[src/hw/rtl/swrc_pkg.sv]
// ---------------------------------------------------------------------------
// swrc_pkg
// Shared types and constants of the sliding-window rate counter.
// ---------------------------------------------------------------------------
`timescale 1ns / 1ps
`default_nettype none

package swrc_pkg;

	localparam int WINDOW_SECONDS_DEF = 5;
	localparam int COUNT_BITS_DEF     = 16;

	localparam int TS_W    = 32;
	localparam int TOTAL_W = 19;
	localparam int LOAD_W  = 24;

	localparam logic [TOTAL_W-1:0] TOTAL_MAX = '1;
	localparam logic [LOAD_W-1:0]  LOAD_MAX  = '1;

	typedef enum logic [1:0] {
		CMD_RECORD_RD  = 2'd0,
		CMD_RECORD_WR  = 2'd1,
		CMD_MEASURE_RD = 2'd2,
		CMD_MEASURE_WR = 2'd3
	} cmd_t;

	typedef struct packed {
		cmd_t            cmd;
		logic [TS_W-1:0] timestamp;
	} req_t;

	typedef struct packed {
		logic [TOTAL_W-1:0] window_total;
		logic [LOAD_W-1:0]  load_q8;
		logic               late_stamp;
	} rsp_t;

	// counter select and record flag of a command
	typedef struct packed {
		logic record;
		logic ctr;
	} cmd_dec_t;

	function automatic cmd_dec_t decode_cmd(input cmd_t cmd);
		cmd_dec_t d;
		unique case (cmd)
			CMD_RECORD_RD:  d = '{record: 1'b1, ctr: 1'b0};
			CMD_RECORD_WR:  d = '{record: 1'b1, ctr: 1'b1};
			CMD_MEASURE_RD: d = '{record: 1'b0, ctr: 1'b0};
			CMD_MEASURE_WR: d = '{record: 1'b0, ctr: 1'b1};
			default:        d = '{record: 1'b0, ctr: 1'b0};
		endcase
		return d;
	endfunction

endpackage

`default_nettype wire

[src/hw/rtl/swrc_stream_if.sv]
// ---------------------------------------------------------------------------
// swrc_stream_if
// Valid/ready channel carrying one payload per transaction.
// ---------------------------------------------------------------------------
`timescale 1ns / 1ps
`default_nettype none

interface swrc_stream_if #(
	parameter type T = logic
) ();
	logic valid;
	logic ready;
	T     payload;

	modport source (output valid, output payload, input ready);
	modport sink   (input valid, input payload, output ready);
endinterface

`default_nettype wire

[src/hw/rtl/swrc_load_calc.sv]
// ---------------------------------------------------------------------------
// swrc_load_calc
// Saturates the running total and computes total * 256 / window by a
// reciprocal multiply; one register stage after the multiplier.
// ---------------------------------------------------------------------------
`timescale 1ns / 1ps
`default_nettype none

module swrc_load_calc
	import swrc_pkg::*;
#(
	parameter int WINDOW_SECONDS = WINDOW_SECONDS_DEF,
	parameter int TW             = 20
) (
	input  logic               clk,
	input  logic               start,
	input  logic [TW-1:0]      total,
	output logic [TOTAL_W-1:0] window_total,
	output logic [LOAD_W-1:0]  load_q8
);

	// exact for any numerator below 2^NUM_W (round-up reciprocal)
	localparam int NUM_W = TOTAL_W + 8;
	localparam int LG    = $clog2(WINDOW_SECONDS);
	localparam int SH    = NUM_W + LG;
	localparam int MW    = NUM_W + 1;
	localparam int PRW   = TOTAL_W + MW;
	localparam int EW    = (TW > TOTAL_W) ? TW : TOTAL_W;
	localparam logic [MW-1:0] RECIP = MW'(((64'd1 << SH) + 64'(WINDOW_SECONDS) - 64'd1)
		/ 64'(WINDOW_SECONDS));

	logic [EW-1:0]      tot_ext;
	logic [TOTAL_W-1:0] sat;
	logic [TOTAL_W-1:0] sat_s1;
	logic [PRW-1:0]     prod_s1;
	logic [PRW-1:0]     quo;

	assign tot_ext = EW'(total);
	assign sat     = (tot_ext > EW'(TOTAL_MAX)) ? TOTAL_MAX : tot_ext[TOTAL_W-1:0];

	always_ff @(posedge clk) begin
		if (start) begin
			sat_s1  <= sat;
			prod_s1 <= PRW'(sat) * PRW'(RECIP);
		end
	end

	// x*256/W == x*RECIP >> (SH-8)
	assign quo          = prod_s1 >> (SH - 8);
	assign window_total = sat_s1;
	assign load_q8      = (|quo[PRW-1:LOAD_W]) ? LOAD_MAX : quo[LOAD_W-1:0];

endmodule

`default_nettype wire

[src/hw/rtl/sliding_window_rate_counter.sv]
// ---------------------------------------------------------------------------
// sliding_window_rate_counter
// Two per-second bucket rings (reads, writes) with rolling totals and load.
// ---------------------------------------------------------------------------
// One transaction at a time. A command on an empty counter passes from
// acceptance through the NEWEST, LOAD and DONE states to its result. A
// command that finds live buckets first passes through EVICT once for each
// ring bucket it examines: every bucket it evicts, and the oldest bucket that
// stays, if one is left (up to WINDOW_SECONDS in all). The bucket memory
// gives one read per cycle and eviction walks the ring from its oldest
// bucket. The result sits in an output register, so the next command is
// taken while it waits; a command only stalls at its end if the previous
// result has still not been taken. Bucket storage needs no clearing after
// reset: only values read from live buckets are ever used.
`timescale 1ns / 1ps
`default_nettype none

module sliding_window_rate_counter
	import swrc_pkg::*;
#(
	parameter int WINDOW_SECONDS = WINDOW_SECONDS_DEF,
	parameter int COUNT_BITS     = COUNT_BITS_DEF
) (
	input  logic          clk,
	input  logic          arst_n,
	swrc_stream_if.sink   req,
	swrc_stream_if.source rsp
);

	localparam int SLOTS = 2 * WINDOW_SECONDS;
	localparam int PW    = (WINDOW_SECONDS > 1) ? $clog2(WINDOW_SECONDS) : 1;
	localparam int FW    = $clog2(WINDOW_SECONDS + 1);
	localparam int AW    = (SLOTS > 1) ? $clog2(SLOTS) : 1;
	localparam int TW    = COUNT_BITS + FW;
	localparam int SW    = ((PW > FW) ? PW : FW) + 1;

	typedef enum logic [4:0] {
		ST_IDLE   = 5'b00001,
		ST_EVICT  = 5'b00010,
		ST_NEWEST = 5'b00100,
		ST_LOAD   = 5'b01000,
		ST_DONE   = 5'b10000
	} state_t;

	state_t state_q, state_d;

	// bucket memories, one entry per slot
	logic [TS_W-1:0]       time_mem [SLOTS];
	logic [COUNT_BITS-1:0] count_mem [SLOTS];
	logic [TS_W-1:0]       time_rd_q;
	logic [COUNT_BITS-1:0] cnt_rd_q;

	logic [PW-1:0] oldest_q [2];
	logic [FW-1:0] fill_q [2];
	logic [TW-1:0] total_q [2];

	logic            rec_q;
	logic            ctr_q;
	logic [TS_W-1:0] ts_q;
	logic            late_q;
	logic            valid_q;
	rsp_t            rsp_q;

	cmd_dec_t in_dec;
	logic     accept;
	logic     cur_c;
	logic [PW-1:0] cur_old, nxt_old, tail_pos, newest_pos;
	logic [FW-1:0] cur_fill;
	logic [TW-1:0] cur_tot;
	logic [SW-1:0] tail_sum, newest_sum;

	logic            evict_hit, have, late_now, bump;
	logic            evict_go, bump_go, open_go, calc_start, rsp_load;
	logic            rd_en, cnt_we, time_we;
	logic [AW-1:0]   rd_addr, wr_addr;
	logic [COUNT_BITS-1:0] cnt_wd;

	logic [TOTAL_W-1:0] calc_total;
	logic [LOAD_W-1:0]  calc_load;

	function automatic logic [AW-1:0] slot_addr(input logic c, input logic [PW-1:0] pos);
		return c ? AW'(WINDOW_SECONDS) + AW'(pos) : AW'(pos);
	endfunction

	assign in_dec = decode_cmd(req.payload.cmd);
	assign accept = req.valid && req.ready;
	assign cur_c  = (state_q == ST_IDLE) ? in_dec.ctr : ctr_q;

	assign cur_old  = oldest_q[cur_c];
	assign cur_fill = fill_q[cur_c];
	assign cur_tot  = total_q[cur_c];

	assign nxt_old    = (cur_old == PW'(WINDOW_SECONDS - 1)) ? '0 : cur_old + PW'(1);
	assign tail_sum   = SW'(cur_old) + SW'(cur_fill);
	assign newest_sum = tail_sum - SW'(1);
	assign tail_pos   = (tail_sum >= SW'(WINDOW_SECONDS)) ?
		PW'(tail_sum - SW'(WINDOW_SECONDS)) : PW'(tail_sum);
	assign newest_pos = (newest_sum >= SW'(WINDOW_SECONDS)) ?
		PW'(newest_sum - SW'(WINDOW_SECONDS)) : PW'(newest_sum);

	// time + W <= now, no wrap
	assign evict_hit = ({1'b0, time_rd_q} + 33'(WINDOW_SECONDS)) <= {1'b0, ts_q};
	assign have      = (cur_fill != '0);
	assign late_now  = have && (time_rd_q > ts_q);
	assign bump      = have && ((time_rd_q >= ts_q) || (cur_fill >= FW'(WINDOW_SECONDS)));

	always_comb begin
		state_d    = state_q;
		rd_en      = 1'b0;
		rd_addr    = '0;
		evict_go   = 1'b0;
		bump_go    = 1'b0;
		open_go    = 1'b0;
		calc_start = 1'b0;
		rsp_load   = 1'b0;
		unique case (state_q)
			ST_IDLE: begin
				if (accept) begin
					rd_en   = 1'b1;
					rd_addr = slot_addr(in_dec.ctr, cur_old);
					state_d = have ? ST_EVICT : ST_NEWEST;
				end
			end
			ST_EVICT: begin
				rd_en = 1'b1;
				if (evict_hit) begin
					evict_go = 1'b1;
					rd_addr  = slot_addr(ctr_q, nxt_old);
					if (cur_fill == FW'(1))
						state_d = ST_NEWEST;
				end else begin
					rd_addr = slot_addr(ctr_q, newest_pos);
					state_d = ST_NEWEST;
				end
			end
			ST_NEWEST: begin
				if (rec_q) begin
					if (bump)
						bump_go = (cnt_rd_q != '1);
					else
						open_go = 1'b1;
				end
				state_d = ST_LOAD;
			end
			ST_LOAD: begin
				calc_start = 1'b1;
				state_d    = ST_DONE;
			end
			ST_DONE: begin
				if (!valid_q || rsp.ready) begin
					rsp_load = 1'b1;
					state_d  = ST_IDLE;
				end
			end
			default: state_d = ST_IDLE;
		endcase
	end

	assign cnt_we  = bump_go || open_go;
	assign time_we = open_go;
	assign wr_addr = bump_go ? slot_addr(ctr_q, newest_pos) : slot_addr(ctr_q, tail_pos);
	assign cnt_wd  = bump_go ? cnt_rd_q + COUNT_BITS'(1) : COUNT_BITS'(1);

	always_ff @(posedge clk) begin
		if (rd_en) begin
			time_rd_q <= time_mem[rd_addr];
			cnt_rd_q  <= count_mem[rd_addr];
		end
		if (time_we)
			time_mem[wr_addr] <= ts_q;
		if (cnt_we)
			count_mem[wr_addr] <= cnt_wd;
	end

	always_ff @(posedge clk or negedge arst_n) begin
		if (!arst_n) begin
			state_q  <= ST_IDLE;
			oldest_q <= '{default: '0};
			fill_q   <= '{default: '0};
			total_q  <= '{default: '0};
			valid_q  <= 1'b0;
		end else begin
			state_q <= state_d;
			if (evict_go) begin
				total_q[ctr_q]  <= cur_tot - TW'(cnt_rd_q);
				oldest_q[ctr_q] <= nxt_old;
				fill_q[ctr_q]   <= cur_fill - FW'(1);
			end
			if (bump_go)
				total_q[ctr_q] <= cur_tot + TW'(1);
			if (open_go) begin
				total_q[ctr_q] <= cur_tot + TW'(1);
				fill_q[ctr_q]  <= cur_fill + FW'(1);
			end
			if (rsp_load)
				valid_q <= 1'b1;
			else if (rsp.ready)
				valid_q <= 1'b0;
		end
	end

	always_ff @(posedge clk) begin
		if (accept) begin
			rec_q <= in_dec.record;
			ctr_q <= in_dec.ctr;
			ts_q  <= req.payload.timestamp;
		end
		if (state_q == ST_NEWEST)
			late_q <= late_now;
		if (rsp_load) begin
			rsp_q.window_total <= calc_total;
			rsp_q.load_q8      <= calc_load;
			rsp_q.late_stamp   <= late_q;
		end
	end

	swrc_load_calc #(
		.WINDOW_SECONDS(WINDOW_SECONDS),
		.TW(TW)
	) u_load_calc (
		.clk(clk),
		.start(calc_start),
		.total(total_q[ctr_q]),
		.window_total(calc_total),
		.load_q8(calc_load)
	);

	assign req.ready   = (state_q == ST_IDLE);
	assign rsp.valid   = valid_q;
	assign rsp.payload = rsp_q;

endmodule

`default_nettype wire

[src/flat_wrapper.sv]
// flat-port wrapper written by rule: the top's interface ports become plain ports
module sliding_window_rate_counter_flat import swrc_pkg::*;
#(
	parameter int WINDOW_SECONDS = WINDOW_SECONDS_DEF,
	parameter int COUNT_BITS     = COUNT_BITS_DEF
)
  (clk, arst_n, req_valid, req_payload, req_ready, rsp_valid, rsp_payload, rsp_ready);
  swrc_stream_if #(.T(req_t)) req_i ();
  swrc_stream_if #(.T(rsp_t)) rsp_i ();
  input  logic clk;
  input  logic arst_n;
  input wire logic [$bits(req_i.valid)-1:0] req_valid;
  input wire logic [$bits(req_i.payload)-1:0] req_payload;
  output wire logic [$bits(req_i.ready)-1:0] req_ready;
  output wire logic [$bits(rsp_i.valid)-1:0] rsp_valid;
  output wire logic [$bits(rsp_i.payload)-1:0] rsp_payload;
  input wire logic [$bits(rsp_i.ready)-1:0] rsp_ready;
  assign req_i.valid = req_valid;
  assign req_i.payload = req_payload;
  assign req_ready = req_i.ready;
  assign rsp_valid = rsp_i.valid;
  assign rsp_payload = rsp_i.payload;
  assign rsp_i.ready = rsp_ready;
  sliding_window_rate_counter #(.WINDOW_SECONDS(WINDOW_SECONDS), .COUNT_BITS(COUNT_BITS)) u_core (.clk(clk), .arst_n(arst_n), .req(req_i), .rsp(rsp_i));
endmodule
[config.mk]
export PLATFORM = sky130hd
export DESIGN_NAME = sliding_window_rate_counter_flat
export DESIGN_NICKNAME = d
export VERILOG_FILES = /design/src/hw/rtl/swrc_pkg.sv /design/src/hw/rtl/swrc_stream_if.sv /design/src/hw/rtl/swrc_load_calc.sv /design/src/hw/rtl/sliding_window_rate_counter.sv /design/src/flat_wrapper.sv
export SDC_FILE = /design/constraint.sdc
export NUM_CORES = 1
export LEC_CHECK = 0
export BUFFER_PORTS_ARGS = -buffer_cell sky130_fd_sc_hd__buf_2
export CORE_UTILIZATION = 41
export CTS_CLUSTER_DIAMETER = 150
export CTS_CLUSTER_SIZE = 25
export DETAILED_ROUTE_END_ITERATION = 12
export PLACE_DENSITY = 0.63
export SLEW_MARGIN = 5
export SYNTH_ARGS = -nofsm -noshare
export SYNTH_HDL_FRONTEND = slang
export SYNTH_SLANG_ARGS = --single-unit
[constraint.sdc]
create_clock -name clk -period 14.6 [get_ports clk]
set_input_delay 2.92 -clock clk [delete_from_list [all_inputs] [get_ports clk]]
set_output_delay 2.92 -clock clk [all_outputs]
set_load 0.03 [all_outputs]
-- Yosys cells after proc, flatten, opt, wreduce, memory -nomap -nowiden
Memories as Yosys holds them, arrays and structs flattened. A register that Yosys moved wholly into a read port is not among the register bits.
Cells that the tools add are included.
- word-level logic and storage cells: 140
- memory bits (writable): 480
- memories: 2
- register bits after elaboration: 201
- memory list (memory ; words ; bits a word ; rd ports ; clocked after memory_dff ; write ports ; line ; source):
    u_core.time_mem ; 10 ; 32 ; 1 ; 1 ; 1 ; sliding_window_rate_counter.sv:48 ; logic [TS_W-1:0] time_mem [SLOTS];
    u_core.count_mem ; 10 ; 16 ; 1 ; 1 ; 1 ; sliding_window_rate_counter.sv:49 ; logic [COUNT_BITS-1:0] count_mem [SLOTS];
- bitwise gates (word level): 2
- $add $sub $neg: 15
- magnitude comparators: 10
- mux-type cells: 67
- eq/ne operators: 14
- $mul: 1
- reduce and logical (&&, ||, !) cells: 12
- operator list (kind ; number):
    2-to-1 mux 19 bit ; 8
    bitwise mux 38 bit ; 3
    2-to-1 mux 38 bit ; 3
    multiplier 19 x 28 -> 47 bit (second input constant) ; 1
    adder 32 x 3 -> 33 bit (second input constant) ; 1
    less-or-equal comparator 33 x 32 -> 1 bit ; 1
    2-to-1 mux 3 bit ; 11
    >= comparator 32 bit ; 1
    greater-than comparator 32 bit ; 1
    2-to-1 mux 4 bit ; 7
    case mux 5 bit (5 select lines) ; 1
    2-to-1 mux 5 bit ; 4
    adder 19 x 1 -> 19 bit (second input constant) ; 1
    demux 19 bit (select 1 bit) ; 1
    greater-than comparator 19 bit (second input constant) ; 1
    2-to-1 mux 1 bit ; 19
    subtractor 19 x 16 -> 19 bit ; 1
    bitwise mux 6 bit ; 3
    adder 16 x 1 -> 16 bit (second input constant) ; 1
    adder 3 x 3 -> 4 bit (first input constant) ; 4
    2-to-1 mux 16 bit ; 1
    inequality test 16 bit (second input constant) ; 1
    2-to-1 mux 6 bit ; 2
    >= comparator 4 x 3 -> 1 bit (second input constant) ; 2
    32 further kinds ; 42

-- Longest topological paths before layout
Gate-level depths: netlist (run 1).
- depth after elaboration: 16
- mapped depth: 30

-- Cells and area by module
A second synthesis (run 1) with hierarchy kept.
- cell total of the unflattened synthesis: 3264
- area total of the unflattened synthesis: 38863.5 sq um
- modules (own cells, without submodules) (module ; times used ; seq. area each (sq um) ; cells an instance ; area each (sq um)):
    sliding_window_rate_counter ; 1 ; 19630.1 ; 2467 ; 30885.9
    swrc_load_calc ; 1 ; 1321.3 ; 797 ; 7977.7

-- Worst setup path after synthesis (run 1)
Ideal clock, no wire load.
- path kind: input to register
- start point: in req_payload[32]
- end point: mem u_core.time_mem[4][0] (enable)
- setup slack: 5179 ps
- data arrival time: 8960 ps
- stages: 17
- path buffers: 2
- data required time: 14139 ps
- setup time: 461 ps
- cell sequence: clkbuf_1 > a311oi_2 > inv_1 > ha_1 > fa_1 > inv_1 > ha_1 > clkbuf_1 > and2_1 > o22ai_1 > a21o_1 > nand2_1 > ha_1 > or3_1 > mux4_2 > a21o_1 > nor3_1
- word-level cells in the longest chain between the ends: 15
- elaborated cells on any way between the ends: 38
- those cells by class: add/sub: 6; order compare: 3; eq/ne: 3; mux: 21; bitwise: 1; reduce/logical: 4
- ends and longest elaborated chain (item ; line ; source):
    start, declared ; flat_wrapper.sv:13 ; input wire logic [$bits(req_i.payload)-1:0] req_payload;
    == test 2 bit, or another cell as far along ; swrc_pkg.sv:46 ; unique case (cmd)
    case mux 2 bit (4 select lines) * ; swrc_pkg.sv:46 ;
    2-to-1 mux 1 bit * ; sliding_window_rate_counter.sv:87 ; assign cur_c = (state_q == ST_IDLE) ? in_dec.ctr : ctr_q;
    NOT 1 -> 2 bit (implied by the code) * ; sliding_window_rate_counter.sv:89, sliding_window_rate_counter.sv:90 ;
    branches (longest 11 deep; another with adder 3 x 3 -> 4 bit) ; -- ;
    end, declared ; sliding_window_rate_counter.sv:48 ;
Every way passes the cells marked *. The select of a mux whose other input is x is not followed.

-- Worst setup path in the final report (run 1)
- start point: in req_payload[32]
- end point: reg u_core.time_rd_q[27], read port of u_core.time_mem (data pin)
- word-level cells in the longest chain between the ends: 15
- elaborated cells on any way between the ends: 30
- those cells by class: add/sub: 7; order compare: 1; eq/ne: 4; mux: 16; bitwise: 1; reduce/logical: 1
- ends and longest elaborated chain (item ; line ; source):
    == test 2 bit, or another cell as far along ; swrc_pkg.sv:46 ;
    case mux 2 bit (4 select lines) * ; swrc_pkg.sv:46 ;
    2-to-1 mux 1 bit ; sliding_window_rate_counter.sv:87 ;
    NOT 1 -> 2 bit (implied by the code) ; sliding_window_rate_counter.sv:89, sliding_window_rate_counter.sv:90 ;
    2-to-1 mux 3 bit (on tied branches) (3 in series) ; sliding_window_rate_counter.sv:89, sliding_window_rate_counter.sv:90 ;
    adder 3 x 3 -> 4 bit ; sliding_window_rate_counter.sv:94 ; assign tail_sum = SW'(cur_old) + SW'(cur_fill);
    subtractor 4 x 1 -> 4 bit ; sliding_window_rate_counter.sv:95 ; assign newest_sum = tail_sum - SW'(1);
    >= comparator 4 x 3 -> 1 bit / subtractor 3 bit (equally long branches) ; sliding_window_rate_counter.sv:98, sliding_window_rate_counter.sv:99 ;
    2-to-1 mux 3 bit ; sliding_window_rate_counter.sv:98 ; assign newest_pos = (newest_sum >= SW'(WINDOW_SECONDS)) ?
    adder 3 x 3 -> 4 bit ; sliding_window_rate_counter.sv:82 ; return c ? AW'(WINDOW_SECONDS) + AW'(pos) : AW'(pos);
    2-to-1 mux 4 bit ; sliding_window_rate_counter.sv:82 ;
    2-to-1 mux 4 bit ; sliding_window_rate_counter.sv:126 ; if (evict_hit) begin
    case mux 4 bit (2 select lines) * ; sliding_window_rate_counter.sv:116 ; unique case (state_q)
    end, declared ; sliding_window_rate_counter.sv:50 ; logic [TS_W-1:0] time_rd_q;
Every way passes the cells marked *; elsewhere a longest branch is shown, timed or not. The select of a mux whose other input is x is not followed.
A chain may end at the register's enable or synchronous reset.

==> flow_summary.toml, run 1 <==
[status]
outcome = "finished clean"

[sta]
clock_skew_ps = 36.7
rsz0062_at_grt = "false"
slew_violations = 0
finalSetupViolCount = 0
hold_viol = 0
post-route-period-util = 0.616
fmax_ghz = 0.111
worst_pin_slew_ps = 1170
min_period_ps = 9000
relSlewSlack = 0.213
setup_tns_ps = 0
worst_slack_ps = 5600

[final_layout]
fillers = 8169
multi_input_area_sq_mm = 0.0151
final_cell_mix = "edfxtp_1, inv_1, ha_1, nor2_1, mux2i_1"
final_area_sq_mm = 0.0404
area_delta_synth_final_pct = 7.66
drive_gt1_frac = 0.0936
layout_commonest_cell = "edfxtp_1"
antenna_cells = 0
final_util = 0.447
seq_area_sq_mm = 0.0210
nets = 3382

[clock_tree]
post_cts_buffers = 0
clk_path_buf_depth = 3
clock-sinks = 707
cts_made_buffers = 34
htreeDepth = 2
post_cts_resized = 0
worst_setup_hold_path_clk_slew_ps = 100
clk_latency_ps = 620
root_buffer = "clkbuf_16"
ctsHoldBuffers = 0
cts_tree = "done"

[setup_path]
cp.required_ps = 14980
rrSetupSlack_ps = 6240
cp_slowest_cell = "nor2_4"
worst-setup-path-type = "in -> reg"
reg2regPathDepth = 26
crit_family = "simple AND/OR/NAND/NOR gates"
crit_chain = "buf_2 -> a21oi_4 -> buf_4 -> mux2i_1 -> inv_2 -> ha_1 -> fa_1 -> inv_1 -> ha_1 -> and2_1 -> o22ai_1 -> a21o_1 -> a211oi_1 -> o21bai_1 -> nand2_1 -> nor2_4 -> buf_4 -> mux2i_1 -> mux2i_1 -> o211a_1"
crit_path_start_kind = "input pin"
crit_path_frequent_cell = "mux2i_1"
cp.arrival_ps = 9370
path_buf_inv = 5
critPathMaxStageDelay_ps = 1060
cp-end-kind = "flop"
crit_fanout = 49
r2r-end = "u_core.u_load_calc.prod_s1[45]$_DFFE_PP_"
rr_startpoint = "u_core.ctr_q$_DFFE_PP_"

[drt]
vias_per_cell = 5.36
drt-pass1-iter-count = 5
ant_nets = 0
drcViolationCount = 0
avgRoutedWirePerCell_um = 20.4
drt_iter0_drc = 1677
vias = 22400
postRouteWirelength_um = 85000

[yosys]
avgSynthCellArea_sq_um = 12.8
synth_compound_area_frac = 0.0785
synth_fa_ha_area_frac = 0.140
synthesis.area_sq_mm = 0.0375
ys_seq_area_frac = 0.558
synth_top_family_by_area = "adder cells"
synth.distinct_cells = 81
synth_edf_count = 651
ys_seq_elements = 707
ys_async_sr_fraction = 0.0792
yosys-mux-area-fraction = 0.0661
netlist_instances = 2929
synthesis.nets = 3321
synth-main-ff-cell = "edfxtp_1"
yosysWarnings = 0
yosys.area_share.simple = 0.0874
synth_xor_area_frac = 0.0261

[worst_hold_path]
hold_depth = 0
min_from = "u_core.u_load_calc.window_total[16]$_DFFE_PP_"
hold_class = "reg -> reg"
hold_path_end = "u_core.rsp.payload[41]$_DFFE_PP_"

[floorplan]
fp-row-count = 110
die_h_um = 305
die-area_sq_mm = 0.0927
start_util = 0.416
fp.dieW_um = 305
io_pins = 84
core_area_sq_mm = 0.0903

[flow_run]
maxCapViolations = 0

[place]
pre_cts_ws_ps = 4940
numPortBuffers = 83
dp_hpwl_um = 55400
globalplace.congestion = 0.873
placed_area_sq_mm = 0.0394

[grt]
grt_first_pass_wirelength_um = 132000
antenna_found_initial = 1
first_global_vias = 22200
overflow = 0
track_usage = 0.183
grt_max_degree = 69
-- registers in the layout, indices dropped and copies added, names as in the netlist, 6 cells and up --
| register | flops |
|---|---|
| u_core.rsp.payload | 44 |
| u_core.oldest_q | 6 |
| u_core.fill_q | 6 |
| u_core.count_mem | 160 |
| u_core.time_mem | 320 |
| u_core.cnt_rd_q | 16 |
| u_core.total_q | 38 |
| u_core.time_rd_q | 32 |
| u_core.ts_q | 32 |
| u_core.u_load_calc.prod_s1 | 25 |
| u_core.u_load_calc.window_total | 19 |
-- worst max-delay path by stage --
stage | start | to | cells past startpoint
2_1_floorplan | req_payload[32] | u_core.time_mem[4][0]$_DFFE_PP_ | 17
3_3_place_gp | req_payload[32] | u_core.time_rd_q[27]$_DFFE_PP_ | 20
3_5_place_dp | req_payload[32] | u_core.time_rd_q[27]$_DFFE_PP_ | 20
4_1_cts | req_payload[32] | u_core.time_rd_q[27]$_DFFE_PP_ | 20
5_1_grt | req_payload[32] | u_core.time_rd_q[27]$_DFFE_PP_ | 20
6_report | req_payload[32] | u_core.time_rd_q[27]$_DFFE_PP_ | 20
-- worst reg2reg max path, delay by kind of cell, from the launching register on --
kind	cells	cell delay, ps
fa+ha+maj	7	3370
compound gates	8	2120
buf+inv	7	1330
mux	1	630
flops	1	340
xor+xnor	1	170
simple gates	2	140
-- cells in the mapped netlist, drive strengths merged, types with 4 or more instances --
master,n,area (sq um)
and2,7,43.8
o21bai,5,37.5
fa,112,2240
ha,242,3030
o211a,37,370
a2111oi,4,35.0
o31ai,9,86.3
mux2,38,428
nand3,50,250
nand2b,13,81.3
dfrtp,55,1380
inv,305,1140
o21a,8,60.1
edfxtp,651,19500
buf,53,285
nor3,49,265
a21oi,85,437
and3,23,144
o211ai,8,60.1
nor2,211,795
nor3b,33,253
clkbuf,50,191
nor2b,10,62.6
nand3b,9,67.6
a211o,7,61.3
xor2,29,254
o22ai,5,37.5
a21o,29,218
a32oi,49,429
o21ai,113,566
or2,31,194
a211oi,43,323
or3,10,62.6
nand4,26,163
xnor2,81,724
and4,4,35.0
nor4,6,52.6
nand2,190,713
mux2i,200,2010
-- logic make-up after synthesis --
| logic type | Yosys count |
|---|---|
| simple gates | 683 |
| mux | 240 |
| fa+ha+maj | 354 |
| flops | 707 |
| compound gates | 427 |
| xor+xnor | 110 |
| buf+inv | 408 |
-- cell type report --
cell class	count	share of cell area
timing repair buffer	128	0.0186
clock buffer	43	0.0219
sequential	707	0.519
clock inverter	4	0.00195
inverter	305	0.0283
multi-input combinational	1814	0.374
tap	1176	0.0364
-- layer usage --
| layer | routed length (um) | share of wire | track usage |
|---|---|---|---|
| met3 | 4530 | 0.053 | 0.0226 |
| met2 | 40000 | 0.47 | 0.299 |
| met5 | 7 | 0.000082 | 0 |
| met4 | 1720 | 0.020 | 0.0432 |
| met1 | 38800 | 0.46 | 0.259 |
-- through the flow --
step	hold slack, ps	std cells
final	429	4177
after global routing	436	4177
after CTS	431	4177
after detailed placement	405	4130
after global placement	401	4130
after floorplan	400	2929
Power of run 1 is not shown: default switching activity piles up to over one toggle a cycle in this logic, so the estimate is an artifact.
==> run 2, diff against run 1 <==
Settings changed: ABC_AREA set to 1.
Clock period 14.6 ns to 8.35 ns, I/O delays scaled along.
==> flow_summary.toml, run 2 <==
[status]
outcome = "finished clean"

[worst_hold_path]
hold_class = "reg -> reg"
hold_path_end = "u_core.rsp.payload[36]$_DFFE_PP_"
hold_depth = 0
min_from = "u_core.u_load_calc.window_total[11]$_DFFE_PP_"

[yosys]
avgSynthCellArea_sq_um = 10.0
synth_edf_count = 651
yosys.area.top_type = "edfxtp_1"
synthesis.area_sq_mm = 0.0404
synthTopCellsByArea = "edfxtp_1, ha_1, inv_1, nand3_1, fa_1"
ys_top_cells_by_count = "inv_1, edfxtp_1, nand2_1"
synth-main-ff-cell = "edfxtp_1"
yosysMostFrequentCell = "inv_1"
ys_async_sr_fraction = 0.0792
yosysWarnings = 0
synth.distinct_cells = 61
netlist_instances = 4034
ys_seq_elements = 707
ys_seq_area_frac = 0.518
synthesis.nets = 4426
synth.top_cell.area_share = 0.483

[drt]
postRouteWirelength_um = 96900
ant_nets = 0
drt-pass1-iter-count = 5
drcViolationCount = 0
vias_per_cell = 5.11
avgRoutedWirePerCell_um = 18.1
vias = 27300
drt_iter0_drc = 2091

[floorplan]
fp-row-count = 114
fp.dieW_um = 316
die_h_um = 316
die-area_sq_mm = 0.0999
start_util = 0.416
core_area_sq_mm = 0.0971
io_pins = 84

[clock_tree]
ctsHoldBuffers = 0
worst_setup_hold_path_clk_slew_ps = 120
clk_latency_ps = 630
root_buffer = "clkbuf_16"
post_cts_resized = 0
htreeDepth = 2
cts_tree = "done"
post_cts_buffers = 0
clk_path_buf_depth = 3
clock-sinks = 707
cts_made_buffers = 34

[sta]
rsz0062_at_grt = "false"
hold_viol = 0
relSlewSlack = 0.0685
post-route-period-util = 0.845
min_period_ps = 7060
finalSetupViolCount = 0
setup_tns_ps = 0
clock_skew_ps = 50.4
worst_pin_slew_ps = 1400
slew_violations = 0
fmax_ghz = 0.142

[place]
globalplace.congestion = 0.932
dp_hpwl_um = 63800
numPortBuffers = 83

[final_layout]
nets = 4450
top_register = "u_core.time_mem"
seq_area_sq_mm = 0.0210
layout_commonest_cell = "inv_1"
multi_input_area_sq_mm = 0.0158
largest_reg_flops = 320
area_delta_synth_final_pct = 6.78
fillers = 9052
final_cell_mix = "inv_1, edfxtp_1, nand2_1, nand3_1, ha_1"
drive_gt1_frac = 0.0800

[setup_path]
reg2regPathDepth = 25
cp.arrival_ps = 7440
critPathMaxStageDelay_ps = 620
worst-setup-path-type = "reg -> reg"
crit_path_frequent_cell = "inv_1"
cp_slowest_cell = "o21ai_0"
rrSetupSlack_ps = 1290
crit_fanout = 39
r2r-end = "u_core.u_load_calc.prod_s1[44]$_DFFE_PP_"
rr_startpoint = "u_core.ctr_q$_DFFE_PP_"
crit_path_start_kind = "flop"
cp-end-kind = "flop"
cp.required_ps = 8730

[grt]
first_global_vias = 26400
grt_max_degree = 208
grt_first_pass_wirelength_um = 151000
antenna_found_initial = 6
overflow = 0
track_usage = 0.195

[flow_run]
maxCapViolations = 0
run 2: layout make-up:
class	count	share of cell area
flip-flops and latches	707	0.485
repair buffers	131	0.0188
well taps	1276	0.0370
clock buffers	50	0.0211
clock inverters	4	0.00142
inverters	815	0.0710
diodes	2	0.000116
multi-input cells	2369	0.365
run 2: cell families (layout without fill, tap and decap cells):
logic type / count (synthesis) / after routing / share of synthesized area
simple gates: 1518 / 1518 / 0.175
buf+inv: 958 / 1000 / 0.0957
other cells: 0 / 2 / 0
xor+xnor: 99 / 99 / 0.0216
compound gates: 397 / 397 / 0.0592
fa+ha+maj: 354 / 354 / 0.130
mux: 1 / 1 / 0.000247
flops: 707 / 707 / 0.518
run 2: how the worst max path moves through the flow:
stage	from	endpoint	slack (ps)
5_1_grt	u_core.ctr_q$_DFFE_PP_	u_core.u_load_calc.prod_s1[44]$_DFFE_PP_	600
3_3_place_gp	req_payload[32]	u_core.time_rd_q[6]$_DFFE_PP_	1100
2_1_floorplan	req_payload[32]	u_core.time_mem[1][0]$_DFFE_PP_	1640
3_5_place_dp	req_payload[32]	u_core.cnt_rd_q[10]$_DFFE_PP_	920
6_report	u_core.ctr_q$_DFFE_PP_	u_core.u_load_calc.prod_s1[44]$_DFFE_PP_	1290
4_1_cts	u_core.ctr_q$_DFFE_PP_	u_core.u_load_calc.prod_s1[44]$_DFFE_PP_	1280
run 2: metrics by stage:
step / util / cell area (sq um) / setup slack, ps / instances / hold WS (ps)
after floorplan: - / 40400 / 1640 / 4034 / 400
after global placement: 0.435 / 42200 / 1100 / 5298 / 406
after detailed placement: 0.435 / 42200 / 921 / 5298 / 408
after CTS: 0.445 / 43200 / 1280 / 5352 / 433
after global routing: 0.445 / 43200 / 603 / 5352 / 437
final: 0.445 / 43200 / 1290 / 5354 / 430
run 2: layer usage:
metal,track usage,vias up,share of wire
met3,0.0266,108,0.061
met2,0.327,730,0.47
li1,-,13400,-
met1,0.267,13100,0.45
met4,0.0473,6,0.020
met5,0,-,0.00047
run 2: worst max-delay path: cells and delay by family (launching register included):
kind / cells / cell delay (ps)
xor gates and xnor gates: 1 / 90
DFF: 1 / 400
buffers and inverters: 7 / 930
and+or+nand+nor: 6 / 630
AOI/OAI and AO/OA: 4 / 1440
adders and majority gates: 7 / 3320
Power of run 2 is left out for the same reason.
